[src/design/sha256_stream_hasher_assert.svh]
// Assertion macros for the stream hasher; empty when synthesising.
`ifndef SHA256_STREAM_HASHER_ASSERT_SVH
`define SHA256_STREAM_HASHER_ASSERT_SVH
`ifndef SYNTHESIS
// same-cycle implication
`define SHH_ASSERT_IMPLY(label, ante, cons) \
    label: assert property (@(posedge i_clk) disable iff (!i_rst_n) (ante) |-> (cons)) \
        else $error("shash: same-cycle check failed");
// next-cycle implication
`define SHH_ASSERT_NEXT(label, ante, cons) \
    label: assert property (@(posedge i_clk) disable iff (!i_rst_n) (ante) |=> (cons)) \
        else $error("shash: next-cycle check failed");
`else
`define SHH_ASSERT_IMPLY(label, ante, cons)
`define SHH_ASSERT_NEXT(label, ante, cons)
`endif
`endif

[src/design/shash_pkg.sv]
`timescale 1ns / 1ps
package shash_pkg;

    typedef logic [31:0]      t_word;
    typedef logic [7:0][31:0] t_hash;

    // controls from the sequencer to the round unit
    typedef struct packed {
        logic init;        // copy hash words into working variables
        logic round;       // run one compression round
        logic load_w;      // capture the next schedule word
        logic msg_w;       // next schedule word is a message word
        logic final_add;   // add working variables back into hash
        logic reset_hash;  // return to the initial hash values
    } t_core_ctl;

    localparam logic [5:0] LAST_ROUND = 6'd63;
    localparam logic [5:0] LAST_FILL  = 6'd63;
    localparam logic [5:0] LEN_FILL   = 6'd56;
    localparam logic [7:0] PAD_BYTE   = 8'h80;

    // index 0 is the most significant digest word
    localparam t_hash HASH_IV = {
        32'h5be0cd19, 32'h1f83d9ab, 32'h9b05688c, 32'h510e527f,
        32'ha54ff53a, 32'h3c6ef372, 32'hbb67ae85, 32'h6a09e667
    };

    localparam logic [31:0] K_TABLE [64] = '{
        32'h428a2f98, 32'h71374491, 32'hb5c0fbcf, 32'he9b5dba5,
        32'h3956c25b, 32'h59f111f1, 32'h923f82a4, 32'hab1c5ed5,
        32'hd807aa98, 32'h12835b01, 32'h243185be, 32'h550c7dc3,
        32'h72be5d74, 32'h80deb1fe, 32'h9bdc06a7, 32'hc19bf174,
        32'he49b69c1, 32'hefbe4786, 32'h0fc19dc6, 32'h240ca1cc,
        32'h2de92c6f, 32'h4a7484aa, 32'h5cb0a9dc, 32'h76f988da,
        32'h983e5152, 32'ha831c66d, 32'hb00327c8, 32'hbf597fc7,
        32'hc6e00bf3, 32'hd5a79147, 32'h06ca6351, 32'h14292967,
        32'h27b70a85, 32'h2e1b2138, 32'h4d2c6dfc, 32'h53380d13,
        32'h650a7354, 32'h766a0abb, 32'h81c2c92e, 32'h92722c85,
        32'ha2bfe8a1, 32'ha81a664b, 32'hc24b8b70, 32'hc76c51a3,
        32'hd192e819, 32'hd6990624, 32'hf40e3585, 32'h106aa070,
        32'h19a4c116, 32'h1e376c08, 32'h2748774c, 32'h34b0bcb5,
        32'h391c0cb3, 32'h4ed8aa4a, 32'h5b9cca4f, 32'h682e6ff3,
        32'h748f82ee, 32'h78a5636f, 32'h84c87814, 32'h8cc70208,
        32'h90befffa, 32'ha4506ceb, 32'hbef9a3f7, 32'hc67178f2
    };

    function automatic t_word big_sig0(input t_word x);
        return {x[1:0], x[31:2]} ^ {x[12:0], x[31:13]} ^ {x[21:0], x[31:22]};
    endfunction

    function automatic t_word big_sig1(input t_word x);
        return {x[5:0], x[31:6]} ^ {x[10:0], x[31:11]} ^ {x[24:0], x[31:25]};
    endfunction

    function automatic t_word small_sig0(input t_word x);
        return {x[6:0], x[31:7]} ^ {x[17:0], x[31:18]} ^ {3'b000, x[31:3]};
    endfunction

    function automatic t_word small_sig1(input t_word x);
        return {x[16:0], x[31:17]} ^ {x[18:0], x[31:19]} ^ {10'b0, x[31:10]};
    endfunction

endpackage

[src/design/shash_sched_mem.sv]
`timescale 1ns / 1ps
module shash_sched_mem (
    input  logic        i_clk,
    input  logic        i_we,
    input  logic [3:0]  i_waddr,
    input  logic [31:0] i_wdata,
    input  logic [3:0]  i_raddr_a,
    input  logic [3:0]  i_raddr_b,
    output logic [31:0] o_rdata_a,
    output logic [31:0] o_rdata_b
);

    logic [31:0] r_mem [16];
    logic [31:0] r_rd_a;
    logic [31:0] r_rd_b;

    // one write port
    always_ff @(posedge i_clk) begin
        if (i_we) begin
            r_mem[i_waddr] <= i_wdata;
        end
    end

    // two registered read ports
    always_ff @(posedge i_clk) begin
        r_rd_a <= r_mem[i_raddr_a];
        r_rd_b <= r_mem[i_raddr_b];
    end

    assign o_rdata_a = r_rd_a;
    assign o_rdata_b = r_rd_b;

endmodule

[src/design/shash_core.sv]
`timescale 1ns / 1ps
module shash_core (
    input  logic                  i_clk,
    input  logic                  i_rst_n,
    input  shash_pkg::t_core_ctl  i_ctl,
    input  logic [5:0]            i_round,
    input  logic [31:0]           i_rd_a,
    input  logic [31:0]           i_rd_b,
    output logic [31:0]           o_next_w,
    output shash_pkg::t_hash      o_hash
);
    import shash_pkg::*;

    t_hash r_hash;
    t_hash n_hash_sum;
    t_hash r_wv;
    t_hash n_wv;
    t_word r_w;      // schedule word of the current round
    t_word r_wp;     // schedule word of the round before
    t_word r_w16;    // word sixteen back, from last cycle's port B read
    t_word t1;
    t_word t2;

    // next schedule word: message word, or the expansion recurrence
    always_comb begin
        if (i_ctl.msg_w) begin
            o_next_w = i_rd_a;
        end else begin
            o_next_w = small_sig1(r_wp) + i_rd_a + small_sig0(i_rd_b) + r_w16;
        end
    end

    // one compression round
    always_comb begin
        t1 = r_wv[7] + big_sig1(r_wv[4]) + ((r_wv[4] & r_wv[5]) ^ (~r_wv[4] & r_wv[6]))
           + K_TABLE[i_round] + r_w;
        t2 = big_sig0(r_wv[0])
           + ((r_wv[0] & r_wv[1]) ^ (r_wv[0] & r_wv[2]) ^ (r_wv[1] & r_wv[2]));
        n_wv[0] = t1 + t2;
        n_wv[1] = r_wv[0];
        n_wv[2] = r_wv[1];
        n_wv[3] = r_wv[2];
        n_wv[4] = r_wv[3] + t1;
        n_wv[5] = r_wv[4];
        n_wv[6] = r_wv[5];
        n_wv[7] = r_wv[6];
    end

    // add-back at the end of a block
    always_comb begin
        for (int i = 0; i < 8; i++) begin
            n_hash_sum[i] = r_hash[i] + r_wv[i];
        end
    end

    always_ff @(posedge i_clk) begin
        if (!i_rst_n) begin
            r_hash <= HASH_IV;
        end else if (i_ctl.reset_hash) begin
            r_hash <= HASH_IV;
        end else if (i_ctl.final_add) begin
            r_hash <= n_hash_sum;
        end
    end

    // working variables and schedule pipeline
    always_ff @(posedge i_clk) begin
        if (i_ctl.init) begin
            r_wv <= r_hash;
        end else if (i_ctl.round) begin
            r_wv <= n_wv;
        end
        if (i_ctl.load_w) begin
            r_w  <= o_next_w;
            r_wp <= r_w;
        end
        r_w16 <= i_rd_b;
    end

    assign o_hash = r_hash;

endmodule

[src/design/sha256_stream_hasher.sv]
// Message bytes: one item per cycle while a block fills. Each full 64-byte block then goes
// through load, prime, 64 rounds of the round unit and add-back, with input held off.
// Final item: one pad byte per cycle (up to 72), one or two block compressions, then the
// eight digest words leave an output buffer one per ready cycle, as a new message flows in.
// Schedule words sit in a 16-entry memory with two read ports, read one round ahead.
// Synchronous active-low reset: initial hash values, counters cleared, no clearing pass.
`timescale 1ns / 1ps
`include "sha256_stream_hasher_assert.svh"
module sha256_stream_hasher (
    input  logic        i_clk,
    input  logic        i_rst_n,
    input  logic        i_in_valid,
    output logic        o_in_ready,
    input  logic [7:0]  i_data_byte,
    input  logic        i_byte_valid,
    input  logic        i_end_of_message,
    output logic        o_out_valid,
    input  logic        i_out_ready,
    output logic [31:0] o_digest_word,
    output logic [2:0]  o_word_index,
    output logic        o_last_word
);
    import shash_pkg::*;

    typedef enum logic [6:0] {
        S_IDLE  = 7'b0000001,
        S_PAD   = 7'b0000010,
        S_LOAD  = 7'b0000100,
        S_PRIME = 7'b0001000,
        S_ROUND = 7'b0010000,
        S_FINAL = 7'b0100000,
        S_DONE  = 7'b1000000
    } t_state;

    t_state       r_state, n_state;
    logic [5:0]   r_fill, n_fill;
    logic [60:0]  r_count, n_count;
    logic [5:0]   r_round, n_round;
    logic         r_pad_act, n_pad_act;
    logic         r_pad_first, n_pad_first;
    logic         r_len_ok, n_len_ok;
    logic         r_done, n_done;
    logic         r_out_busy, n_out_busy;
    logic [2:0]   r_oidx, n_oidx;
    logic [23:0]  r_acc;
    t_hash        r_obuf;

    t_core_ctl    core_ctl;
    t_hash        hash;
    logic [31:0]  next_w;
    logic [31:0]  rd_a;
    logic [31:0]  rd_b;
    logic         mem_we;
    logic [3:0]   mem_waddr;
    logic [31:0]  mem_wdata;
    logic [3:0]   raddr_a;
    logic [3:0]   raddr_b;
    logic [5:0]   n_iss;
    logic [5:0]   n_cmp;
    logic         in_acc;
    logic         out_acc;
    logic         put_en;
    logic [7:0]   put_byte;
    logic [7:0]   pad_byte;
    logic [7:0]   len_byte;
    logic [63:0]  bit_len;
    logic [5:0]   len_sel;
    logic         sched_wr;
    logic         load_obuf;

    assign o_in_ready = (r_state == S_IDLE);
    assign in_acc     = i_in_valid & o_in_ready;
    assign out_acc    = o_out_valid & i_out_ready;

    // padding byte source: 0x80, zero fill, then big-endian bit length
    assign bit_len  = {r_count, 3'b000};
    assign len_sel  = {3'd7 - r_fill[2:0], 3'b000};
    assign len_byte = bit_len[len_sel +: 8];

    always_comb begin
        if (r_pad_first) begin
            pad_byte = PAD_BYTE;
        end else if (r_len_ok && (r_fill >= LEN_FILL)) begin
            pad_byte = len_byte;
        end else begin
            pad_byte = '0;
        end
    end

    assign put_en   = (in_acc && i_byte_valid) || (r_state == S_PAD);
    assign put_byte = (r_state == S_PAD) ? pad_byte : i_data_byte;

    // schedule read addresses, one round ahead of use
    always_comb begin
        case (r_state)
            S_LOAD:  n_iss = 6'd0;
            S_PRIME: n_iss = 6'd1;
            default: n_iss = r_round + 6'd2;
        endcase
        raddr_a = (n_iss[5:4] == 2'b00) ? n_iss[3:0] : (n_iss[3:0] - 4'd7);
        raddr_b = n_iss[3:0] + 4'd1;
        n_cmp   = (r_state == S_PRIME) ? 6'd0 : (r_round + 6'd1);
    end

    // round unit controls
    always_comb begin
        core_ctl            = '0;
        core_ctl.init       = (r_state == S_LOAD);
        core_ctl.round      = (r_state == S_ROUND);
        core_ctl.load_w     = (r_state == S_PRIME)
                            || ((r_state == S_ROUND) && (r_round != LAST_ROUND));
        core_ctl.msg_w      = (n_cmp[5:4] == 2'b00);
        core_ctl.final_add  = (r_state == S_FINAL);
        core_ctl.reset_hash = load_obuf;
    end

    assign load_obuf = (r_state == S_DONE) && !r_out_busy;

    // memory write: expanded schedule words in rounds, packed bytes otherwise
    assign sched_wr = (r_state == S_ROUND) && (r_round != LAST_ROUND) && (n_cmp[5:4] != 2'b00);

    always_comb begin
        if (sched_wr) begin
            mem_we    = 1'b1;
            mem_waddr = n_cmp[3:0];
            mem_wdata = next_w;
        end else begin
            mem_we    = put_en && (r_fill[1:0] == 2'b11);
            mem_waddr = r_fill[5:2];
            mem_wdata = {r_acc, put_byte};
        end
    end

    // sequencer
    always_comb begin
        n_state     = r_state;
        n_fill      = r_fill;
        n_count     = r_count;
        n_round     = r_round;
        n_pad_act   = r_pad_act;
        n_pad_first = r_pad_first;
        n_len_ok    = r_len_ok;
        n_done      = r_done;
        n_out_busy  = r_out_busy;
        n_oidx      = r_oidx;

        if (put_en) begin
            n_fill = r_fill + 6'd1;
        end

        case (r_state)
            S_IDLE: begin
                if (in_acc) begin
                    if (i_byte_valid) begin
                        n_count = r_count + 61'd1;
                    end
                    if (i_end_of_message) begin
                        n_pad_act   = 1'b1;
                        n_pad_first = 1'b1;
                        n_done      = 1'b0;
                    end
                    if (i_byte_valid && (r_fill == LAST_FILL)) begin
                        n_state = S_LOAD;
                    end else if (i_end_of_message) begin
                        n_state = S_PAD;
                    end
                end
            end
            S_PAD: begin
                n_pad_first = 1'b0;
                if (r_pad_first) begin
                    // 0x80 landing past the length slot forces a zero-filled block
                    n_len_ok = !((r_fill >= LEN_FILL) && (r_fill != LAST_FILL));
                end else if (r_fill == LAST_FILL) begin
                    n_len_ok = 1'b1;
                    if (r_len_ok) begin
                        n_done = 1'b1;
                    end
                end
                if (r_fill == LAST_FILL) begin
                    n_state = S_LOAD;
                end
            end
            S_LOAD: begin
                n_state = S_PRIME;
            end
            S_PRIME: begin
                n_state = S_ROUND;
            end
            S_ROUND: begin
                n_round = r_round + 6'd1;
                if (r_round == LAST_ROUND) begin
                    n_state = S_FINAL;
                end
            end
            S_FINAL: begin
                if (r_done) begin
                    n_state = S_DONE;
                end else if (r_pad_act) begin
                    n_state = S_PAD;
                end else begin
                    n_state = S_IDLE;
                end
            end
            S_DONE: begin
                if (!r_out_busy) begin
                    n_count   = '0;
                    n_pad_act = 1'b0;
                    n_done    = 1'b0;
                    n_state   = S_IDLE;
                end
            end
            default: begin
                n_state = S_IDLE;
            end
        endcase

        // output buffer drain
        if (load_obuf) begin
            n_out_busy = 1'b1;
            n_oidx     = '0;
        end else if (out_acc) begin
            n_oidx = r_oidx + 3'd1;
            if (r_oidx == 3'd7) begin
                n_out_busy = 1'b0;
            end
        end
    end

    always_ff @(posedge i_clk) begin
        if (!i_rst_n) begin
            r_state     <= S_IDLE;
            r_fill      <= '0;
            r_count     <= '0;
            r_round     <= '0;
            r_pad_act   <= 1'b0;
            r_pad_first <= 1'b0;
            r_len_ok    <= 1'b0;
            r_done      <= 1'b0;
            r_out_busy  <= 1'b0;
            r_oidx      <= '0;
        end else begin
            r_state     <= n_state;
            r_fill      <= n_fill;
            r_count     <= n_count;
            r_round     <= n_round;
            r_pad_act   <= n_pad_act;
            r_pad_first <= n_pad_first;
            r_len_ok    <= n_len_ok;
            r_done      <= n_done;
            r_out_busy  <= n_out_busy;
            r_oidx      <= n_oidx;
        end
    end

    // byte packing and digest capture
    always_ff @(posedge i_clk) begin
        if (put_en) begin
            r_acc <= {r_acc[15:0], put_byte};
        end
        if (load_obuf) begin
            r_obuf <= hash;
        end
    end

    shash_sched_mem u_sched_mem (
        .i_clk     (i_clk),
        .i_we      (mem_we),
        .i_waddr   (mem_waddr),
        .i_wdata   (mem_wdata),
        .i_raddr_a (raddr_a),
        .i_raddr_b (raddr_b),
        .o_rdata_a (rd_a),
        .o_rdata_b (rd_b)
    );

    shash_core u_core (
        .i_clk    (i_clk),
        .i_rst_n  (i_rst_n),
        .i_ctl    (core_ctl),
        .i_round  (r_round),
        .i_rd_a   (rd_a),
        .i_rd_b   (rd_b),
        .o_next_w (next_w),
        .o_hash   (hash)
    );

    assign o_out_valid   = r_out_busy;
    assign o_digest_word = r_obuf[r_oidx];
    assign o_word_index  = r_oidx;
    assign o_last_word   = (r_oidx == 3'd7);

    // checks
    `SHH_ASSERT_NEXT(a_round_end, (r_state == S_ROUND) && (r_round == LAST_ROUND), r_state == S_FINAL)
    `SHH_ASSERT_IMPLY(a_block_aligned, (r_state == S_LOAD) || (r_state == S_ROUND), r_fill == '0)
    `SHH_ASSERT_NEXT(a_digest_load, load_obuf, o_out_valid && (o_word_index == '0) && (r_state == S_IDLE))

endmodule

[config.mk]
export PLATFORM = sky130hd
export DESIGN_NAME = sha256_stream_hasher
export DESIGN_NICKNAME = d
export VERILOG_FILES = /design/src/design/shash_pkg.sv /design/src/design/shash_sched_mem.sv /design/src/design/shash_core.sv /design/src/design/sha256_stream_hasher.sv
export VERILOG_INCLUDE_DIRS = /design/src /design/src/design
export SDC_FILE = /design/constraint.sdc
export NUM_CORES = 2
export LEC_CHECK = 0
export BUFFER_PORTS_ARGS = -buffer_cell sky130_fd_sc_hd__buf_2
export CORE_MARGIN = 2
export CORE_UTILIZATION = 45
export CTS_CLUSTER_SIZE = 12
export DETAILED_ROUTE_END_ITERATION = 12
export PLACE_DENSITY = 0.56
export SYNTH_ARGS = -nofsm -noshare
export SYNTH_HDL_FRONTEND = slang
export SYNTH_SLANG_ARGS = --single-unit
export TNS_END_PERCENT = 10
[constraint.sdc]
create_clock -name i_clk -period 26.3 [get_ports i_clk]
set_input_delay 5.26 -clock i_clk [delete_from_list [all_inputs] [get_ports i_clk]]
set_output_delay 5.26 -clock i_clk [all_outputs]
set_load 0.05 [all_outputs]
==> impl_metrics.ini <==
[clock_tree]
ctsHtreeMaxLevel = 4
cts_buffer_depth = 3
hold_buffers = 0
cts-root-buf = clkbuf_16
numCtsBuffers = 175
clk_pin_slew_worst_paths_ns = 0.07
cts_setup_buffers = 0
ctsResizeCount = 0
clk_latency_ns = 0.84
cts_tree = yes
clock-sinks = 1552

[power_and_ir_drop]
power.total_w = 0.00557
p_leak_nw = 37.2
pwr-share-seq_pct = 48.3
p_sw_share_pct = 24.9
p_comb_share_pct = 8.4
power.internal_w = 0.00418
ir_drop_uv = 58.4
power.density_nw_per_um2 = 56.3
power_frac_clock_pct = 43.3
power_switching_w = 0.00139

[floorplan]
start_util_pct = 45.2
dieArea_um2 = 204000
rows = 164
die_h_um = 452
dieWidth_um = 452
coreArea_um2 = 199000
top_level_ports = 52

[yosys]
avgSynthCellArea_um2 = 10.7
synth_top_family_by_area = compound AO/OA/AOI/OAI gates
synthXorXnorAreaFrac_pct = 5.97
synth_edf_count = 1112
synth_cell_type_count = 86
ys_seq_area_share_pct = 46.8
syn_area_um2 = 90200
ys_seq_elements = 1552
synth_nets = 9038
synth_ff_type = edfxtp_1
synth_fa_ha_area_share_pct = 10.1
synth_mux_area_share_pct = 7.27
synth_async_sr_flop_share_pct = 0
synth-compound-area-share_pct = 14.2
synthCells = 8430
synthSimpleGateAreaFrac_pct = 12.4
ys_warn_count = 0

[setup_path]
crit_family = compound AO/OA/AOI/OAI gates
crit_path_start = r_round[0]
crit_top_cell = o21ai_0
r2r-start = r_round[0]
critPathSlowestCell = ha_1
cp.depth = 36
end_kind = flip-flop
start_kind = flip-flop
crit_type = reg -> reg
reg2reg_to = u_core.n_wv[63]
slowest_delay_ns = 1.00
worstPathArrival_ns = 11.87
cp-endpoint = u_core.n_wv[63]
rr_worst_depth = 36
path_buf_inv = 4
reg2reg_slack_ns = 14.97
critPathMaxFanout = 32
cp_data_required_time_ns = 26.85

[detailed_routing]
wl_per_cell_um = 27.4
drtIter0Drc = 5530
drt_wl_total_mm = 304
via_count = 66800
firstDrtPassIters = 8
antenna_left = 0
drc = 0
viasPerCell = 6.00

[finish]
layout_common_cells = 1449 x nand2_1, 1112 x edfxtp_1, 547 x a21oi_1
nFillCells = 18000
area_growth_syn_to_layout_pct = 9.64
mostFrequentLayoutCell = nand2_1
drive_gt1_share_pct = 9.56
final_nets = 8919
multi_input_area_um2 = 45400
final_core_util_pct = 49.6
final_area_um2 = 98900
regArea_um2 = 42200

[grt]
grt_start_max_net_pins = 184
grt_pass1_vias = 65800
antenna_found_initial = 10
grt_overflow = 0
grt_first_pass_wirelength_mm = 446
grt_usage_pct = 29.5

[place]
post_dp_cell_area_um2 = 93300
port_buffers = 51
place.gp.congestion = 0.937
place_hpwl_mm = 213

[outcome]
status = finished, final reports clean

[timing]
finalHoldViolations = 0
period_minus_slack_ns = 11.33
tns_ns = 0
fmax_ghz = 0.0883
max_slew.worst_pin.slew_ns = 1.31
setup_violations = 0
fin_crit_sh_pct = 43.1
slew_headroom_pct = 12.4
finClkSkew_ns = 0.0453
slew_viol_final = 0
grt_setup_unrepaired = no

[hold_path]
hp-class = reg -> reg

[job]
drv_cap = 0
## worst register-to-register path, delay by kind of cell (launching register included)
| family | cells | cell delay [ns] |
|---|---|---|
| and+or+nand+nor | 3 | 0.42 |
| buffers and inverters | 4 | 1.34 |
| DFF | 1 | 0.31 |
| adders and majority gates | 7 | 3.57 |
| xor gates and xnor gates | 2 | 0.38 |
| AOI/OAI and AO/OA | 20 | 5.05 |
## per-stage QoR
| step | hold slack, ns | setup WS (ns) | cells |
|---|---|---|---|
| 2_1_floorplan | 0.375 | 12.30 | 8430 |
| 5_1_grt | 0.456 | 14.44 | 11100 |
| 4_1_cts | 0.451 | 15.07 | 11100 |
| 3_3_place_gp | 0.435 | 15.07 | 10800 |
| 6_report | 0.457 | 14.97 | 11100 |
| 3_5_place_dp | 0.438 | 15.08 | 10800 |
## area by class of cell
| cell class | count | area share (%) |
|---|---|---|
| Clock buffer | 255 | 4.91 |
| Inverter | 275 | 1.04 |
| Antenna cell | 4 | 0.0101 |
| Clock inverter | 74 | 0.756 |
| Sequential cell | 1552 | 42.7 |
| Timing Repair Buffer | 188 | 1.36 |
| Tap cell | 2656 | 3.36 |
| Multi-Input combinational cell | 6119 | 45.9 |
## synthesized netlist by cell type, types with 163 or more instances
cell / count / share of area [%]
a211oi_1: 241 / 2.0
a21o_1: 163 / 1.4
a21oi_1: 549 / 3.0
clkbuf_1: 401 / 1.7
dfxtp_1: 440 / 9.8
edfxtp_1: 1112 / 37
fa_1: 195 / 4.3
ha_1: 399 / 5.5
inv_1: 271 / 1.1
mux4_2: 240 / 6.0
nand2_1: 1455 / 6.1
nor2_1: 373 / 1.6
o21ai_0: 403 / 2.2
xnor2_1: 406 / 3.9
xor2_1: 209 / 2.0
## state kept, by name, indices dropped and copies added, names as in the netlist, 3 cells and up
name and count:
u_sched_mem.r_mem 512, u_core.r_w16 32, u_core.r_wp 32, r_obuf 256, u_core.r_wv 64, r_state 7
r_round 6, r_fill 6, r_acc 24, u_core.n_wv 192, o_word_index 3, u_core.o_hash 256
r_count 61, u_core.r_w 32, u_sched_mem.o_rdata_a 32, u_sched_mem.o_rdata_b 32
## worst min path at each step
stage | from | to | slack (ns) | depth (start not counted)
floorplan | u_sched_mem.o_rdata_b[0] | u_core.r_w16[0] | 0.37 | 0
global placement | r_acc[15] | r_acc[23] | 0.43 | 0
detailed placement | r_acc[15] | r_acc[23] | 0.44 | 0
CTS | r_acc[15] | r_acc[23] | 0.45 | 0
global route | r_acc[15] | r_acc[23] | 0.46 | 0
finish | r_acc[13] | r_acc[21] | 0.46 | 0
## power groups by stage
| stage | registers, W | logic (W) | clock network, W |
|---|---|---|---|
| final | 0.00269 | 0.000466 | 0.00241 |
| after global routing | 0.00269 | 0.000514 | 0.00255 |
| after CTS | 0.00269 | 0.000463 | 0.00245 |
| after detailed placement | 0.00274 | 0.000461 | 0 |
| after global placement | 0.00274 | 0.000453 | 0 |
| after floorplan | 0.00273 | 0.000321 | 0 |
## layer usage
metal	track usage [%]	share of wire [%]	vias to the layer above
met2	49.8	49	2092
met1	37.6	41	33500
li1	-	-	30600
met5	0	0.014	-
met3	3.78	5.3	544
met4	14.0	5.4	8
## cells by family (layout without fill, tap and decap cells)
| family | Yosys count | after routing |
|---|---|---|
| adders and majority gates | 620 | 620 |
| xor gates and xnor gates | 615 | 615 |
| buffers and inverters | 759 | 792 |
| and+or+nand+nor | 2537 | 2537 |
| muxes | 349 | 349 |
| other | 0 | 4 |
| DFF | 1552 | 1552 |
| AOI/OAI and AO/OA | 1998 | 1998 |
Note: power is estimated with default switching activity, not from simulation.
